$ cat src/hdl/vzm_pkg.sv
// ----------------------------------------------------------------------------
// vzm_pkg
// Shared field widths and usable status codes for the valid zone median block.
// ----------------------------------------------------------------------------
package vzm_pkg;

    localparam int DIST_W = 16;
    localparam int STAT_W = 8;
    localparam int MED_W  = 15;
    localparam int VCNT_W = 7;
    localparam int BIT_W  = 4;

    localparam logic [STAT_W-1:0] STATUS_A = 8'd5;
    localparam logic [STAT_W-1:0] STATUS_B = 8'd6;
    localparam logic [STAT_W-1:0] STATUS_C = 8'd9;

    function automatic logic zone_usable(input logic [STAT_W-1:0] status,
                                         input logic [DIST_W-1:0] zone_mm);
        logic st_ok;
        st_ok = (status == STATUS_A) || (status == STATUS_B) || (status == STATUS_C);
        return st_ok && (zone_mm != '0) && !zone_mm[DIST_W-1];
    endfunction

endpackage

$ cat src/hdl/vzm_ram.sv
// ----------------------------------------------------------------------------
// vzm_ram
// Generic single write port, single read port RAM with registered read data.
// ----------------------------------------------------------------------------
module vzm_ram #(
    parameter int WIDTH = 15,
    parameter int DEPTH = 64,
    parameter int AW    = (DEPTH > 1) ? $clog2(DEPTH) : 1
) (
    input  logic             i_clk,
    input  logic             i_we,
    input  logic [AW-1:0]    i_waddr,
    input  logic [WIDTH-1:0] i_wdata,
    input  logic [AW-1:0]    i_raddr,
    output logic [WIDTH-1:0] o_rdata
);

    logic [WIDTH-1:0] r_mem [DEPTH];
    logic [WIDTH-1:0] r_rdata;

    always_ff @(posedge i_clk) begin
        if (i_we) begin
            r_mem[i_waddr] <= i_wdata;
        end
        r_rdata <= r_mem[i_raddr];
    end

    assign o_rdata = r_rdata;

endmodule

$ cat src/hdl/valid_zone_median_top.sv
// ----------------------------------------------------------------------------
// valid_zone_median_top
// Per-frame median of usable sensor zone distances, stored in a RAM.
// ----------------------------------------------------------------------------
// Zones are taken one per cycle while loading; usable distances are written to
// the zone RAM. After the zone marked last, the two middle ranks are found by a
// bitwise radix selection: 15 passes over the n stored values through the
// single RAM read port, each pass ending in a drain and a resolve step, then a
// hand-over of the result. No zone is taken until the hand-over; an empty frame
// skips the passes and goes straight to the hand-over.
// The hand-over waits while the previous result is still held.
// The result waits in an output register while the next frame loads.
// ----------------------------------------------------------------------------
module valid_zone_median_top #(
    parameter int MAX_ZONES = 64
) (
    input  logic                         i_clk,
    input  logic                         i_rst_n,
    input  logic                         i_in_valid,
    output logic                         o_in_stall,
    input  logic [vzm_pkg::DIST_W-1:0]   i_distance_mm,
    input  logic [vzm_pkg::STAT_W-1:0]   i_zone_status,
    input  logic                         i_last_zone,
    output logic                         o_out_valid,
    input  logic                         i_out_stall,
    output logic [vzm_pkg::MED_W-1:0]    o_median_mm,
    output logic [vzm_pkg::VCNT_W-1:0]   o_valid_count
);

    localparam int AW = (MAX_ZONES > 1) ? $clog2(MAX_ZONES) : 1;
    localparam int CW = $clog2(MAX_ZONES + 1);

    typedef enum logic [2:0] {
        S_LOAD,
        S_SEL,
        S_DRAIN,
        S_RES,
        S_FIN
    } t_state;

    t_state                      r_state;
    logic [CW-1:0]               r_count;
    logic [CW-1:0]               r_n;
    logic [AW-1:0]               r_addr;
    logic                        r_rd_vld;
    logic [vzm_pkg::BIT_W-1:0]   r_bit;
    logic [vzm_pkg::MED_W-1:0]   r_pfx_lo;
    logic [vzm_pkg::MED_W-1:0]   r_pfx_hi;
    logic [CW-1:0]               r_k_lo;
    logic [CW-1:0]               r_k_hi;
    logic [CW-1:0]               r_cnt_lo;
    logic [CW-1:0]               r_cnt_hi;
    logic                        r_out_valid;
    logic [vzm_pkg::MED_W-1:0]   r_median;
    logic [vzm_pkg::VCNT_W-1:0]  r_vcount;

    logic                        in_acc;
    logic                        wr_en;
    logic [CW-1:0]               n_count;
    logic [vzm_pkg::MED_W-1:0]   rdata;
    logic [vzm_pkg::MED_W-1:0]   hi_mask;
    logic                        hit_lo;
    logic                        hit_hi;
    logic                        lo_one;
    logic                        hi_one;
    logic [vzm_pkg::MED_W:0]     mid_sum;
    logic                        pass_end;
    logic                        fin_go;

    assign o_in_stall = (r_state != S_LOAD);
    assign in_acc     = i_in_valid && !o_in_stall;
    assign wr_en      = in_acc && vzm_pkg::zone_usable(i_zone_status, i_distance_mm)
                        && (r_count < CW'(MAX_ZONES));
    assign n_count    = r_count + CW'(wr_en);

    vzm_ram #(
        .WIDTH (vzm_pkg::MED_W),
        .DEPTH (MAX_ZONES),
        .AW    (AW)
    ) u_zone_ram (
        .i_clk   (i_clk),
        .i_we    (wr_en),
        .i_waddr (r_count[AW-1:0]),
        .i_wdata (i_distance_mm[vzm_pkg::MED_W-1:0]),
        .i_raddr (r_addr),
        .o_rdata (rdata)
    );

    // bits above the one being resolved must match the prefix
    assign hi_mask  = ({vzm_pkg::MED_W{1'b1}} << r_bit) << 1;
    assign hit_lo   = (((rdata ^ r_pfx_lo) & hi_mask) == '0) && !rdata[r_bit];
    assign hit_hi   = (((rdata ^ r_pfx_hi) & hi_mask) == '0) && !rdata[r_bit];
    assign lo_one   = !(r_k_lo < r_cnt_lo);
    assign hi_one   = !(r_k_hi < r_cnt_hi);
    assign mid_sum  = {1'b0, r_pfx_lo} + {1'b0, r_pfx_hi};
    assign pass_end = (CW'(r_addr) == (r_n - CW'(1)));
    assign fin_go   = (r_state == S_FIN) && (!r_out_valid || !i_out_stall);

    always_ff @(posedge i_clk) begin
        if (!i_rst_n) begin
            r_state     <= S_LOAD;
            r_count     <= '0;
            r_rd_vld    <= 1'b0;
            r_out_valid <= 1'b0;
        end else begin
            r_rd_vld <= (r_state == S_SEL);
            if (fin_go) begin
                r_out_valid <= 1'b1;
            end else if (r_out_valid && !i_out_stall) begin
                r_out_valid <= 1'b0;
            end
            if (r_rd_vld) begin
                r_cnt_lo <= r_cnt_lo + CW'(hit_lo);
                r_cnt_hi <= r_cnt_hi + CW'(hit_hi);
            end
            unique case (r_state)
                S_LOAD: begin
                    if (in_acc) begin
                        if (i_last_zone) begin
                            r_count  <= '0;
                            r_n      <= n_count;
                            r_pfx_lo <= '0;
                            r_pfx_hi <= '0;
                            r_k_lo   <= (n_count - CW'(1)) >> 1;
                            r_k_hi   <= n_count >> 1;
                            r_cnt_lo <= '0;
                            r_cnt_hi <= '0;
                            r_addr   <= '0;
                            r_bit    <= vzm_pkg::BIT_W'(vzm_pkg::MED_W - 1);
                            r_state  <= (n_count == '0) ? S_FIN : S_SEL;
                        end else begin
                            r_count <= n_count;
                        end
                    end
                end
                S_SEL: begin
                    r_addr <= r_addr + AW'(1);
                    if (pass_end) begin
                        r_state <= S_DRAIN;
                    end
                end
                S_DRAIN: begin
                    r_state <= S_RES;
                end
                S_RES: begin
                    r_pfx_lo[r_bit] <= lo_one;
                    r_pfx_hi[r_bit] <= hi_one;
                    if (lo_one) begin
                        r_k_lo <= r_k_lo - r_cnt_lo;
                    end
                    if (hi_one) begin
                        r_k_hi <= r_k_hi - r_cnt_hi;
                    end
                    r_cnt_lo <= '0;
                    r_cnt_hi <= '0;
                    r_addr   <= '0;
                    if (r_bit == '0) begin
                        r_state <= S_FIN;
                    end else begin
                        r_bit   <= r_bit - vzm_pkg::BIT_W'(1);
                        r_state <= S_SEL;
                    end
                end
                S_FIN: begin
                    if (fin_go) begin
                        r_median    <= mid_sum[vzm_pkg::MED_W:1];
                        r_vcount    <= vzm_pkg::VCNT_W'(r_n);
                        r_state     <= S_LOAD;
                    end
                end
                default: begin
                    r_state <= S_LOAD;
                end
            endcase
        end
    end

    assign o_out_valid   = r_out_valid;
    assign o_median_mm   = r_median;
    assign o_valid_count = r_vcount;

    // store fill never passes capacity
    a_count_cap: assert property (@(posedge i_clk) disable iff (!i_rst_n)
        r_count <= CW'(MAX_ZONES))
        else $error("zone count beyond capacity");

    // the RAM is only written by an accepted input transaction
    a_write_on_accept: assert property (@(posedge i_clk) disable iff (!i_rst_n)
        wr_en |-> (in_acc && r_state == S_LOAD))
        else $error("zone write without input transaction");

    // ranks stay inside the stored set while resolving
    a_rank_in_range: assert property (@(posedge i_clk) disable iff (!i_rst_n)
        (r_state == S_RES) |-> (r_k_lo < r_n && r_k_hi < r_n))
        else $error("selection rank out of range");

    // lower middle value never exceeds the upper one at hand-over
    a_mid_order: assert property (@(posedge i_clk) disable iff (!i_rst_n)
        (r_state == S_FIN && r_n != '0) |-> (r_pfx_lo <= r_pfx_hi))
        else $error("middle values out of order");

    // no read pass runs while zones are being loaded
    a_no_read_in_load: assert property (@(posedge i_clk) disable iff (!i_rst_n)
        (r_state == S_LOAD) |=> !(r_rd_vld && r_state == S_LOAD && $past(r_state) == S_LOAD))
        else $error("RAM read pass during zone load");

endmodule

$ cat config.mk
export PLATFORM = sky130hd
export DESIGN_NAME = valid_zone_median_top
export DESIGN_NICKNAME = d
export VERILOG_FILES = /design/src/hdl/vzm_pkg.sv /design/src/hdl/vzm_ram.sv /design/src/hdl/valid_zone_median_top.sv
export SDC_FILE = /design/constraint.sdc
export NUM_CORES = 1
export LEC_CHECK = 0
export ABC_AREA = 1
export BUFFER_PORTS_ARGS = -buffer_cell sky130_fd_sc_hd__buf_2
export CORE_ASPECT_RATIO = 0.9
export CORE_MARGIN = 2
export CORE_UTILIZATION = 45
export CTS_BUF_LIST = sky130_fd_sc_hd__clkbuf_4 sky130_fd_sc_hd__clkbuf_8
export CTS_CLUSTER_SIZE = 30
export DETAILED_ROUTE_END_ITERATION = 6
export PLACE_DENSITY = 0.69
export SYNTH_ARGS = -nofsm -noshare
export SYNTH_HDL_FRONTEND = slang
export SYNTH_SLANG_ARGS = --single-unit
$ cat constraint.sdc
create_clock -name i_clk -period 5.4 [get_ports i_clk]
set_clock_uncertainty 0.2 [all_clocks]
set_input_delay 1.62 -clock i_clk [delete_from_list [all_inputs] [get_ports i_clk]]
set_output_delay 1.62 -clock i_clk [all_outputs]
set_load 0.05 [all_outputs]
Word-level counts from Yosys, hierarchy flattened
Memory sizes are Yosys's and may differ from the RTL's. A register that Yosys moved wholly into a read port is not among the register bits.
Cells that the tools add are included.
{"block": "totals", "register_bits": 109, "ram_bits": 960, "out_inout_bits": 24, "wordCells": 135, "mem_count": 1}
{"memory": "u_zone_ram.r_mem", "words": 64, "width": 15, "rd": 1, "rd_ports_with_merged_regs": 1, "wr": 1, "line": "vzm_ram.sv:18", "text": "logic [WIDTH-1:0] r_mem [DEPTH];"}
{"block": "classes", "add_sub_neg": 10, "n_lt_le_gt_ge": 5, "n_eq_ne": 15, "shifts": 1, "muxes": 45, "bitwise_logic": 4, "n_reduce_logical": 39}
{"operator": "$mux W7", "n": 13}
{"operator": "$pmux W15 S2", "n": 2}
{"operator": "$pmux W7 S2", "n": 4}
{"operator": "$and A15 B15 Y15", "n": 2}
{"operator": "$bwmux W15", "n": 2}
{"operator": "$logic_not A15 Y1", "n": 2}
{"operator": "$mux W15", "n": 2}
{"operator": "$xor A15 B15 Y15", "n": 2}
{"operator": "$add A7 B1 Y7", "n": 3}
{"operator": "$mux W3", "n": 6}
{"operator": "$pmux W6 S3", "n": 1}
{"operator": "$add A15 B15 Y16", "n": 1}
{"operator": "$eq A8 B3 Y1 const B", "n": 2}
{"operator": "$reduce_and A4 Y1", "n": 4}
{"operator": "$reduce_bool A16 Y1", "n": 1}
{"operator": "$pmux W3 S5", "n": 1}
{"operator": "$reduce_and A5 Y1", "n": 3}
{"operator": "$shl A15 B4 Y14 const A", "n": 1}
{"operator": "$lt A7 B7 Y1", "n": 2}
{"operator": "$ne A2 B2 Y1 const B", "n": 7}
{"operator": "$sub A7 B1 Y7 const B", "n": 2}
{"operator": "$sub A7 B7 Y7", "n": 2}
{"operator": "$mux W4", "n": 3}
{"operator": "$mux W6", "n": 2}
{"operator": "24 further kinds", "n": 49}

Depth between registers and ports, before layout
{"block": "logic_depth", "word_depth": 13, "ltp_mapped": 21, "depth_no_buf": 20}

Hierarchy
From an unflattened synthesis, not the netlist that was laid out.
{"block": "unflattened", "cells_unflattened": 4188, "area_unflattened_um2": 46567.2}
{"module": "vzm_ram", "n_inst": 1, "cells_each": 3304, "area_per_inst_um2": 39273.9, "seq_area_each_um2": 29127.9}
{"module": "valid_zone_median_top", "n_inst": 1, "cells_each": 884, "area_per_inst_um2": 7293.2, "seq_area_each_um2": 3153.0}

Worst setup path before layout
OpenSTA, ideal clock, no wires.
{"block": "synth_timing", "path_kind": "input port to flip-flop", "startpoint": "input i_zone_status[4] (netlist name)", "endpoint": "register r_k_lo[5], data pin", "setup_time_ns": 0.263, "arrival_ns": 4.039, "setup_slack_ns": 0.898, "cell_stages": 12, "cell_sequence": "nor4_1 -> nand3_1 -> nor3_4 -> ha_1 -> ha_1 -> nand3_1 -> xor2_1 -> nor2_1 -> nand2_1 -> a21oi_1 -> o21ai_0 -> o21ai_0"}
{"block": "synth_between", "elab_chain_cells": 12, "elab_cells_between_ends": 14, "cone_classes": "add/sub: 2; eq/ne: 3; mux: 3; reduce/logical: 6"}
{"item": "start, declared", "line": "valid_zone_median_top.sv:22", "text": "input logic [vzm_pkg::STAT_W-1:0] i_zone_status,"}
{"item": "$eq A8 B3 Y1", "line": "vzm_pkg.sv:20", "text": "st_ok = (status == STATUS_A) || (status == STATUS_B) || (status == STATUS_C);"}
{"item": "$logic_or A1 B1 Y1", "line": "vzm_pkg.sv:20"}
{"item": "$logic_or A1 B1 Y1 (*)", "line": "vzm_pkg.sv:20"}
{"item": "$logic_and A1 B1 Y1 (*) (2 in a row)", "line": "vzm_pkg.sv:21", "text": "return st_ok && (zone_mm != '0) && !zone_mm[DIST_W-1];"}
{"item": "$logic_and A1 B1 Y1 (*)", "line": "valid_zone_median_top.sv:72", "text": "assign wr_en = in_acc && vzm_pkg::zone_usable(i_zone_status, i_distance_mm)"}
{"item": "$logic_and A1 B1 Y1 (*)", "line": "valid_zone_median_top.sv:73", "text": "&& (r_count < CW'(MAX_ZONES));"}
{"item": "$add A7 B1 Y7 (*)", "line": "valid_zone_median_top.sv:74", "text": "assign n_count = r_count + CW'(wr_en);"}
{"item": "net n_count[4]", "line": "valid_zone_median_top.sv:59", "text": "logic [CW-1:0] n_count;"}
{"item": "$sub A7 B1 Y7 (*)", "line": "valid_zone_median_top.sv:124", "text": "r_k_lo <= (n_count - CW'(1)) >> 1;"}
{"item": "$mux W7 (*)", "line": "valid_zone_median_top.sv:119", "text": "if (i_last_zone) begin"}
{"item": "$mux W7 (*)", "line": "valid_zone_median_top.sv:118", "text": "if (in_acc) begin"}
{"item": "$pmux W7 S2 (*)", "line": "valid_zone_median_top.sv:116", "text": "unique case (r_state)"}
{"item": "end signal, assigned", "line": "valid_zone_median_top.sv:124"}
{"item": "end signal, assigned", "line": "valid_zone_median_top.sv:149", "text": "r_k_lo <= r_k_lo - r_cnt_lo;"}
{"item": "end, declared", "line": "valid_zone_median_top.sv:49", "text": "logic [CW-1:0] r_k_lo;"}
The timed path passes the listed nets; every way through them passes the cells marked *. The select of a mux whose other input is x is not followed.
A chain may end at the register's enable or synchronous reset.

Worst setup path in the final report
{"block": "layout_timing", "startpoint": "input i_distance_mm[9] (netlist name)", "endpoint": "register r_k_lo[5], data pin"}
{"block": "layout_between", "elab_chain_cells": 10}
{"item": "start, declared", "line": "valid_zone_median_top.sv:21", "text": "input logic [vzm_pkg::DIST_W-1:0] i_distance_mm,"}
{"item": "$reduce_bool A16 Y1", "line": "vzm_pkg.sv:21"}
{"item": "$logic_and A1 B1 Y1 (2 in a row)", "line": "vzm_pkg.sv:21"}
{"item": "$logic_and A1 B1 Y1", "line": "valid_zone_median_top.sv:72"}
{"item": "$logic_and A1 B1 Y1", "line": "valid_zone_median_top.sv:73"}
{"item": "$add A7 B1 Y7", "line": "valid_zone_median_top.sv:74"}
{"item": "net n_count[4]", "line": "valid_zone_median_top.sv:59"}
{"item": "$sub A7 B1 Y7", "line": "valid_zone_median_top.sv:124"}
{"item": "$mux W7", "line": "valid_zone_median_top.sv:119"}
{"item": "$mux W7", "line": "valid_zone_median_top.sv:118"}
{"item": "$pmux W7 S2", "line": "valid_zone_median_top.sv:116"}
The timed path passes the listed nets, and every way through them passes these cells. The select of a mux whose other input is x is not followed.

==> summary.txt <==
Setup path
  • Reg2reg setup slack: 1.56 ns
  • Setup crit end kind: register
  • Worst r2r dst: r_cnt_lo[6]
  • Cells along the critical path: buf_2 -> nor4_1 -> nand2_1 -> nor2_1 -> nor3_4 -> ha_1 -> ha_1 -> nand3_1 -> xor2_1 -> nor2_1 -> nand2_1 -> a21oi_1 -> o21ai_0 -> o21ai_0
  • Req. time, crit path: 5.74 ns
  • Crit-path leading delay family: simple AND/OR/NAND/NOR gates
  • CP Launch Point: i_distance_mm[9]
  • CP max stage delay: 0.50 ns
  • Critical path arrival: 4.61 ns
  • Slowest cell on crit path: xor2_1
  • Startpoint types: input port
  • Buffers and inverters on the worst path: 1
  • Crit Path Category: in2reg
  • Critical R2R Launch: r_bit[0]
  • R2r worst-path depth: 20
  • Crit path max fanout: 7

STA
  • Worst slew pin tran: approximately 1.3 ns
  • Final Setup Violations: 0
  • Post-route minimum period: around 4.3 ns
  • PnR worst setup slack: 1.14 ns
  • Max-slew violation count: 0
  • Final period utilization: 0.789
  • RSZ-0062 raised after global routing: no
  • Relative slew slack: 0.0977
  • Highest clock rate: between 200 and 250 MHz
  • Setup_tns: 0 ns
  • Hold Vio Cnt, Final: 0

Power and ir drop
  • Combinational share of power: 0.219
  • Power Dens Cells: 420 nW/µm²
  • Cell internal pwr: 14.4 mW
  • P_sw: 6.78 mW
  • Reg power frac: 0.464
  • Net Sw Frac: 0.321
  • Lkg Pwr: roughly 17 nW
  • Max IR drop VDD: 0.258 mV
  • Clock Power Share: 0.317
  • Total power: 21.1 mW

Clock network
  • Clock-pin slew on the worst setup and hold paths: 0.06 ns
  • CTS max path bufs: 3
  • CTS sink cnt: ~1.1k
  • Max H-tree Level: 4
  • Hold_buf cts: 0
  • Clk Latency, worst-skew pair: 0.83 ns
  • CTS tree: built
  • Root Buffer: clkbuf_8
  • PostCTS Resize Cnt: 0
  • Setup bufs post-CTS: 0
  • Inserted Clock Buffers: 166

Global route
  • Initial antenna violation count: 7
  • Tot GR Track Use: 0.240
  • Gr ovfl total: 0
  • First-pass GRT wire length: 186000 µm
  • Largest net degree at the start of global routing: between 150 and 200
  • Vias in the first global route: around 30k

Synth
  • Syn Std Cell Area: ~45000 µm²
  • Netlist cell types: 43
  • Synth area leader: edfxtp_1
  • Largest cells by area after synthesis: edfxtp_1 (70%), o21ai_0 (5.8%), nor2_1 (5.5%)
  • Yosys reg bits: around 1.1k
  • Mean Syn Cell Area: 11.9 µm²
  • YS warnings: 0
  • Sequential area share after synthesis: 0.711
  • Post-synthesis instance total: 3809
  • Post-synth top area share: 0.699
  • Post-synth net total: 3886

Layout
  • Most frequent cells in the layout: edfxtp_1 (1057), nor2_1 (656), o21ai_0 (527), nand2_1 (464), nand3_1 (198)
  • Multi-input logic area: 11600 µm²
  • FILL cells: 8684
  • Register area: roughly 32000 µm²
  • Area grow syn2layout: 10.9%
  • Most common cell after layout, fill and taps aside: edfxtp_1
  • Share of layout cells above drive strength 1: 0.105
  • Nets: 3961
  • Util after Layout: 0.503
  • Layout Cells excl Fill: 5360

Floorplan
  • Initial core utilization: 0.454
  • Die area: slightly above 100000 µm²
  • I/O pins: 53
  • Die width: about 340 µm
  • Core area: 100000 µm²
  • Die height: 305 µm
  • Std-Cell Rows: 110

Detailed routing
  • Top layer in use: met4
  • Final WL: 126000 µm
  • Initial detailed-routing violation count: roughly 4.3k
  • Remaining antenna violation count after routing: 0
  • Via count: 30.9k
  • DR WL met3: approximately 14000 µm
  • Drc violations: 0
  • WL met2: 56800 µm
  • Vias per cell: between 5 and 6
  • Total iterations of the first detailed-routing run: 6
  • Post-DR wirelength/cell: 23.6 µm
  • Met1 Routed Length: 52200 µm

Min path
  • Hold Crit Class: reg2reg
  • Min-Delay Endpoint: o_out_valid
  • WHS Path Cells: 2
  • Hold Path Origin: o_out_valid

Outcome
  • Status: completed

Placed design
  • Post-Place Setup Slack: 0.370 ns
  • Number of I/O port buffers: 52
  • Global placer's final weighted congestion: slightly above 0.9
  • Post-DP HPWL: around 75000 µm
  • Number of placed cells counting well taps: a little over 5k

Run
  • Max-cap viol count: 0
## worst register-to-register path, stage by stage (launching register included)
cell	delay (ns)
edfxtp_1	0.63
clkinv_1	0.39
ha_1	0.31
inv_1	0.07
ha_1	0.15
nand2_1	0.07
nand3_1	0.10
nand2_1	0.06
nor3_1	0.20
nand2_1	0.09
nor2_1	0.16
ha_1	0.20
ha_1	0.18
nand2_1	0.05
nor2_1	0.15
nand2_1	0.09
nor2_1	0.09
inv_1	0.05
nor2_1	0.10
xor2_1	0.15
nor2_1	0.06
## metal layers
| metal | track usage | vias up |
|---|---|---|
| met1 | 0.340 | 15100 |
| li1 | - | 13900 |
| met5 | 0 | - |
| met2 | 0.363 | 1728 |
| met4 | 0.0859 | 0 |
| met3 | 0.0581 | 253 |
## cell usage after synthesis, drive strengths merged
| cell | n |
|---|---|
| edfxtp | 1057 |
| nor2 | 663 |
| o21ai | 527 |
| nand2 | 465 |
| nand3 | 206 |
| clkbuf | 150 |
| inv | 148 |
| a21oi | 106 |
| o211ai | 94 |
| o22ai | 87 |
| buf | 66 |
| ha | 45 |
| nand4 | 37 |
| dfxtp | 27 |
| o221ai | 27 |
| xor2 | 22 |
| xnor2 | 21 |
| nor3 | 18 |
| or2 | 10 |
| nor4 | 7 |
| clkinv | 6 |
| a21o | 3 |
| fa | 3 |
| a211oi | 2 |
| a21boi | 2 |
| a31oi | 2 |
| o31ai | 2 |
| a22oi | 1 |
| mux2i | 1 |
| nand3b | 1 |
| o21bai | 1 |
| o311ai | 1 |
| o31a | 1 |
## how the worst max path moves through the flow
stage	to	slack [ns]	depth (start not counted)
global route	r_k_lo[5]	0.97	14
detailed placement	r_k_lo[5]	0.37	14
global placement	r_k_lo[5]	0.36	14
finish	r_k_lo[5]	1.14	14
floorplan	r_k_lo[5]	0.90	12
CTS	r_k_lo[5]	1.24	14
## through the flow
| step | hold slack [ns] | cell area, µm² |
|---|---|---|
| finish | 0.286 | 50300 |
| global route | 0.348 | 50300 |
| CTS | 0.295 | 50300 |
| detailed placement | 0.286 | 47100 |
| global placement | 0.276 | 47100 |
| floorplan | 0.250 | 45400 |
## final cells by class
cell class,instances,area share
clock inverter,57,0.00659
sequential,1084,0.641
clock buffer,240,0.0577
multi-input combinational,2355,0.231
timing repair buffer,123,0.0177
antenna,3,0.000149
inverter,154,0.0117
tap,1344,0.0334
## flip-flops by register name (all words and copies together) (netlist names), 3 cells and up
register,flops
u_zone_ram.o_rdata,15
u_zone_ram.r_mem,960
r_k_hi,7
r_state,3
r_pfx_lo,15
r_cnt_hi,7
r_addr,6
r_cnt_lo,7
r_k_lo,7
o_valid_count,7
r_pfx_hi,15
r_n,7
r_count,7
o_median_mm,15
r_bit,4
## power groups by stage
stage                     Clock [mW]  Combinational, mW  Sequential (mW)
after floorplan                    0               2.80             10.0
after global placement             0               4.46             9.97
after detailed placement           0               4.52             9.98
after CTS                       6.77               4.53             9.80
after global routing            7.13               4.99             9.83
final                           6.71               4.62             9.81
## logic make-up (layout without fill, tap and decap cells)
| family | after synthesis | in the layout | share of synthesized area |
|---|---|---|---|
| muxes | 1 | 1 | 0.000221 |
| buffers and inverters | 370 | 574 | 0.0325 |
| xor gates and xnor gates | 43 | 43 | 0.00830 |
| other | 0 | 3 | 0 |
| DFF | 1084 | 1084 | 0.711 |
| and+or+nand+nor | 1407 | 1407 | 0.129 |
| adders and majority gates | 48 | 48 | 0.0137 |
| AOI/OAI and AO/OA | 856 | 856 | 0.105 |
(Power assumes the default switching activity.)
